### config.mk
export PLATFORM = sky130hd
export DESIGN_NAME = ara_alu
export DESIGN_NICKNAME = d
export VERILOG_FILES = /design/src/rtl/ara_pkg.sv /design/src/rtl/ara_alu.sv
export SDC_FILE = /design/constraint.sdc
export NUM_CORES = 1
export LEC_CHECK = 0
export BUFFER_PORTS_ARGS = -buffer_cell sky130_fd_sc_hd__buf_4
export CAP_MARGIN = 15
export CORE_MARGIN = 8
export CORE_UTILIZATION = 30
export DETAILED_ROUTE_END_ITERATION = 8
export GPL_TIMING_DRIVEN = 1
export SLEW_MARGIN = 30
export SYNTH_ARGS = -nofsm -noshare
export SYNTH_HDL_FRONTEND = slang
export SYNTH_SLANG_ARGS = --single-unit
### constraint.sdc
create_clock -name vclk -period 7.25
set_input_delay 0.3625 -clock vclk [all_inputs]
set_output_delay 0.3625 -clock vclk [all_outputs]
set_load 0.01 [all_outputs]
### src/rtl/ara_pkg.sv
`timescale 1ns / 1ps
// ----------------------------------------------------------------------------
// ara_pkg
// Types and constants shared by the address range allocator modules.
// ----------------------------------------------------------------------------
package ara_pkg;

	localparam int PNB = 36;       // page number bits
	localparam int CW  = PNB + 1;  // page count bits
	localparam int EW  = PNB + 2;  // range end / adder bits

	typedef logic [PNB-1:0] addr_t;
	typedef logic [CW-1:0]  cnt_t;
	typedef logic [EW-1:0]  wide_t;

	localparam logic [2:0] CMD_ADD_FREE = 3'd0;
	localparam logic [2:0] CMD_ADD_USED = 3'd1;
	localparam logic [2:0] CMD_ALLOC    = 3'd2;
	localparam logic [2:0] CMD_ALLOC_AT = 3'd3;
	localparam logic [2:0] CMD_FREE     = 3'd4;
	localparam logic [2:0] CMD_IS_FREE  = 3'd5;

	localparam logic [2:0] ST_OK      = 3'd0;
	localparam logic [2:0] ST_OVERLAP = 3'd1;
	localparam logic [2:0] ST_NOFIT   = 3'd2;
	localparam logic [2:0] ST_FULL    = 3'd3;
	localparam logic [2:0] ST_HANDLE  = 3'd4;

	localparam wide_t SPACE_END = wide_t'(1) << PNB;

	typedef struct packed {
		logic [2:0] cmd;
		addr_t      page_addr;
		cnt_t       page_len;
	} ara_req_t;

	typedef struct packed {
		logic [2:0] status;
		addr_t      result_addr;
		logic       region_free;
	} ara_rsp_t;

	typedef struct packed {
		addr_t start;
		cnt_t  pages;
		logic  used;
	} ent_t;

	typedef struct packed {
		logic  sub;
		wide_t x;
		wide_t z;
	} alu_op_t;

	function automatic wide_t wa(addr_t v);
		return {2'b00, v};
	endfunction

	function automatic wide_t wc(cnt_t v);
		return {1'b0, v};
	endfunction

endpackage

### src/rtl/ara_alu.sv
`timescale 1ns / 1ps
// ----------------------------------------------------------------------------
// ara_alu
// Shared add/subtract unit used by the allocator sequencer.
// ----------------------------------------------------------------------------
module ara_alu (
	input  ara_pkg::alu_op_t op,
	output ara_pkg::wide_t   y
);
	import ara_pkg::*;

	assign y = op.sub ? (op.x - op.z) : (op.x + op.z);

endmodule

==> metrics.md <==
| Metric | Value |
|---|---|
| Result of the run | finished clean |
| Count of buffers from port buffering | between 100 and 150 |
| Cell family with the largest share of critical-path delay | simple AND/OR/NAND/NOR gates |
| Antenna diodes | 0 |
| Average wire length per cell after detail routing | ~15 um |
| Static Leak | 0.001708 uW |
| Core Box Area | around 0.0088 mm2 |
| Chip Width | 111.3 um |
| List of cells traversed by the critical path | buf_4, nor3_1, nand2_1, nor3_1, nor2_1, xnor2_1, ha_1, nand4_1, or2_2, a2111oi_0, nor3_1, o31ai_2, a21boi_0, o21bai_1, xor2_1, buf_4 |
| Routed via count | ~3200 |
| Arithmetic-cell share of the synthesized area counting full adders, half adders and majority gates | 18.17% |
| Wire length of the first global-routing pass | approximately 16000 um |
| Yosys warning count | 0 |
| Delay contributed by the slowest stage of the critical path | 680 ps |
| Complex-gate fraction of the synthesized area | between 20% and 30% |
| Cell seen most often among critical-path stages | sky130_fd_sc_hd__nor3_1 |
| GRT Util Overall | 14.33% |
| Post-route non-filler standard cell count | 619 |
| Arrival time at the worst endpoint | approximately 4500 ps |
| Total routed wirelength | 9488 um |
| Shortest period the worst path allows | around 4900 ps |
| Worst hold margin | 1099 ps |
| Filler Cells Inserted | about 940 |
| Share of the core filled with cells | 42.16% |
| Die area | between 0.01 and 0.015 mm2 |
| WS Path Type | primary input to output pin |
| Count of maximum capacitance violations | 0 |
| Row cnt | 34 |
| FF+latch area | 0 um2 |
| Sequential area share after synthesis | 0% |
| Power density of the placed cells | 134.9 mW/mm2 |
| Xor and xnor area share after synthesis | a little under a quarter |
| Via density per instance | between 5 and 6 |
| Vias in the first global route | 3410 |
| Largest family of logic cells by synthesized area | compound AO/OA/AOI/OAI gates |
| Commonest cells after routing, fill and taps aside | 115 x sky130_fd_sc_hd__buf_4, 53 x sky130_fd_sc_hd__nor2_1, 52 x sky130_fd_sc_hd__xnor2_1 |
| Fmax | around 0.2 GHz |
| CP bufs+invs | 2 |
| Antenna violations before repair | 0 |
| RSZ-0062 raised after global routing | no |
| Slowest stage cell, crit path | sky130_fd_sc_hd__a2111oi_0 |
| Residual antenna-violating net count after detailed routing | 0 |
| Worst EP required | between 6000 and 7000 ps |
| Min-delay worst type | primary input to output pin |
| Iteration-0 DRC count of the detailed router | 112 |
| Die height | around 110 um |
| Overall power of the completed layout | 498.4 uW |
| Largest fanout of any net on the critical path | 6 |
| Multiplexer share of the synthesized area | less than 1% |
| Global route total overflow | 0 |
| Remaining max-slew budget at the tightest pin | approximately 47% |
| Final weighted congestion of routability-driven global placement | 0.8778 |
| Maximum number of pins on one net before global-route repair | 37 |
| Final setup viols | 0 |
| Worst-Margin Slew | roughly 770 ps |
| Pins Over Slew Limit | 0 |
| Setup TNS | 0 ps |
| Clk_buf instances | 0 |
| Syn Inst Count | 402 |
| Initial Util | around 31% |
| Post-cts sizing count | 0 |
| Post-synthesis average cell area | around 6.8 um2 |
| Fraction of final layout cells with drive strength greater than 1 | about 25% |
| Number of placed I/O pins | about 120 |
| Maximum ir drop on the vdd rail | ~0.053 mV |
| Detailed placement HPWL | approximately 8500 um |
| Nature of the critical path endpoint | output pin |
| Number of detailed-route iterations in the first pass | 4 |
| DRC viols | 0 |
| Most common cell after layout, fill and taps aside | sky130_fd_sc_hd__buf_4 |
| Simple-gate share of the synthesized area | between 20% and 30% |
| Net count of the finished layout | ~630 |
| Synthesis-to-layout area growth | 35.52% |
| Part of the cycle the worst path needs | between 60% and 70% |
| Setup Fix Bufs, Post-CTS | 0 |
| Area of the mapped netlist | ~0.0027 mm2 |
| Hold buffer count at CTS | 0 |
| Total instance count after detailed placement | roughly 620 |
| Crit path launch type | primary input |
| Seq Cell Count | 0 |
| Number of failing hold endpoints at the final stage | 0 |
| Multi-input combinational cell area | 0.002633 mm2 |
| Netlist cell types | 51 |
| Post-synthesis net count | 518 |
[cell usage after synthesis (2+ instances only)]
cell type / count / area, um2
sky130_fd_sc_hd__nor2_1: 53 / 198.9
sky130_fd_sc_hd__xnor2_1: 52 / 455.4
sky130_fd_sc_hd__a21oi_1: 46 / 230.2
sky130_fd_sc_hd__ha_1: 38 / 475.5
sky130_fd_sc_hd__nand2_1: 29 / 108.9
sky130_fd_sc_hd__nor3_1: 18 / 90.09
sky130_fd_sc_hd__o21ai_0: 18 / 90.09
sky130_fd_sc_hd__inv_1: 17 / 63.81
sky130_fd_sc_hd__xor2_1: 17 / 148.9
sky130_fd_sc_hd__a21o_1: 12 / 90.09
sky130_fd_sc_hd__nand3_1: 10 / 50.05
sky130_fd_sc_hd__a31oi_1: 9 / 56.30
sky130_fd_sc_hd__o21a_1: 9 / 67.56
sky130_fd_sc_hd__clkbuf_1: 5 / 18.77
sky130_fd_sc_hd__nor2b_1: 5 / 31.28
sky130_fd_sc_hd__a21boi_0: 4 / 30.03
sky130_fd_sc_hd__and2_1: 4 / 25.02
sky130_fd_sc_hd__and3_1: 4 / 25.02
sky130_fd_sc_hd__nor4_1: 4 / 25.02
sky130_fd_sc_hd__o21bai_1: 4 / 30.03
sky130_fd_sc_hd__o31ai_1: 4 / 30.03
sky130_fd_sc_hd__nand2b_1: 3 / 18.77
sky130_fd_sc_hd__nand4_1: 3 / 18.77
sky130_fd_sc_hd__o211ai_1: 3 / 22.52
sky130_fd_sc_hd__a41oi_1: 2 / 17.52
sky130_fd_sc_hd__and4_1: 2 / 17.52
sky130_fd_sc_hd__or2_2: 2 / 12.51
sky130_fd_sc_hd__or4_4: 2 / 22.52
[power breakdown]
| group | internal [uW] | switching (uW) |
|---|---|---|
| Sequential | 0 | 0 |
| Clock | 0 | 0 |
| Combinational | 241 | 257 |
| Total | 241 | 257 |
[cell families after synthesis]
| kind of cell | Yosys count |
|---|---|
| AO/OA/AOI/OAI | 124 |
| XOR/XNOR | 70 |
| buffers and inverters | 23 |
| AND/OR/NAND/NOR | 145 |
| multiplexers | 1 |
| adder cells (fa/ha/maj) | 39 |
[worst min-delay path, delay by kind of cell]
family / cells / cell delay [ps]
adders and majority gates: 1 / 120
buffers and inverters: 3 / 250
[cell type report]
cell class                 instances  share of cell area, %
inverter                          17                  1.727
multi-input combinational        379                  71.25
tap                              108                  3.657
timing repair buffer             115                  23.37
[per-stage QoR]
| stage | setup slack [ps] | cell area [um2] |
|---|---|---|
| after floorplan | 3266 | 2726 |
| after global placement | 2381 | 3695 |
| after detailed placement | 2354 | 3695 |
| after CTS | 2334 | 3695 |
| after global routing | 1938 | 3695 |
| final | 2381 | 3695 |
[routing by layer]
layer / share of wire, % / up-vias / global-route usage, %
met5: 0 / - / 0
met2: 49 / 91 / 26.63
li1: - / 1680 / -
met3: 5.4 / 3 / 2.201
met1: 45 / 1451 / 17.36
met4: 0.47 / 0 / 1.333
[path summary, 6_finish.rpt]
kind,startpoint,to,slack (ps),cells after the start
setup / recovery,op[2],y[31],2380,16
hold / removal,op[0],y[0],1100,4
No activity file was read; power rests on OpenSTA's default activity.
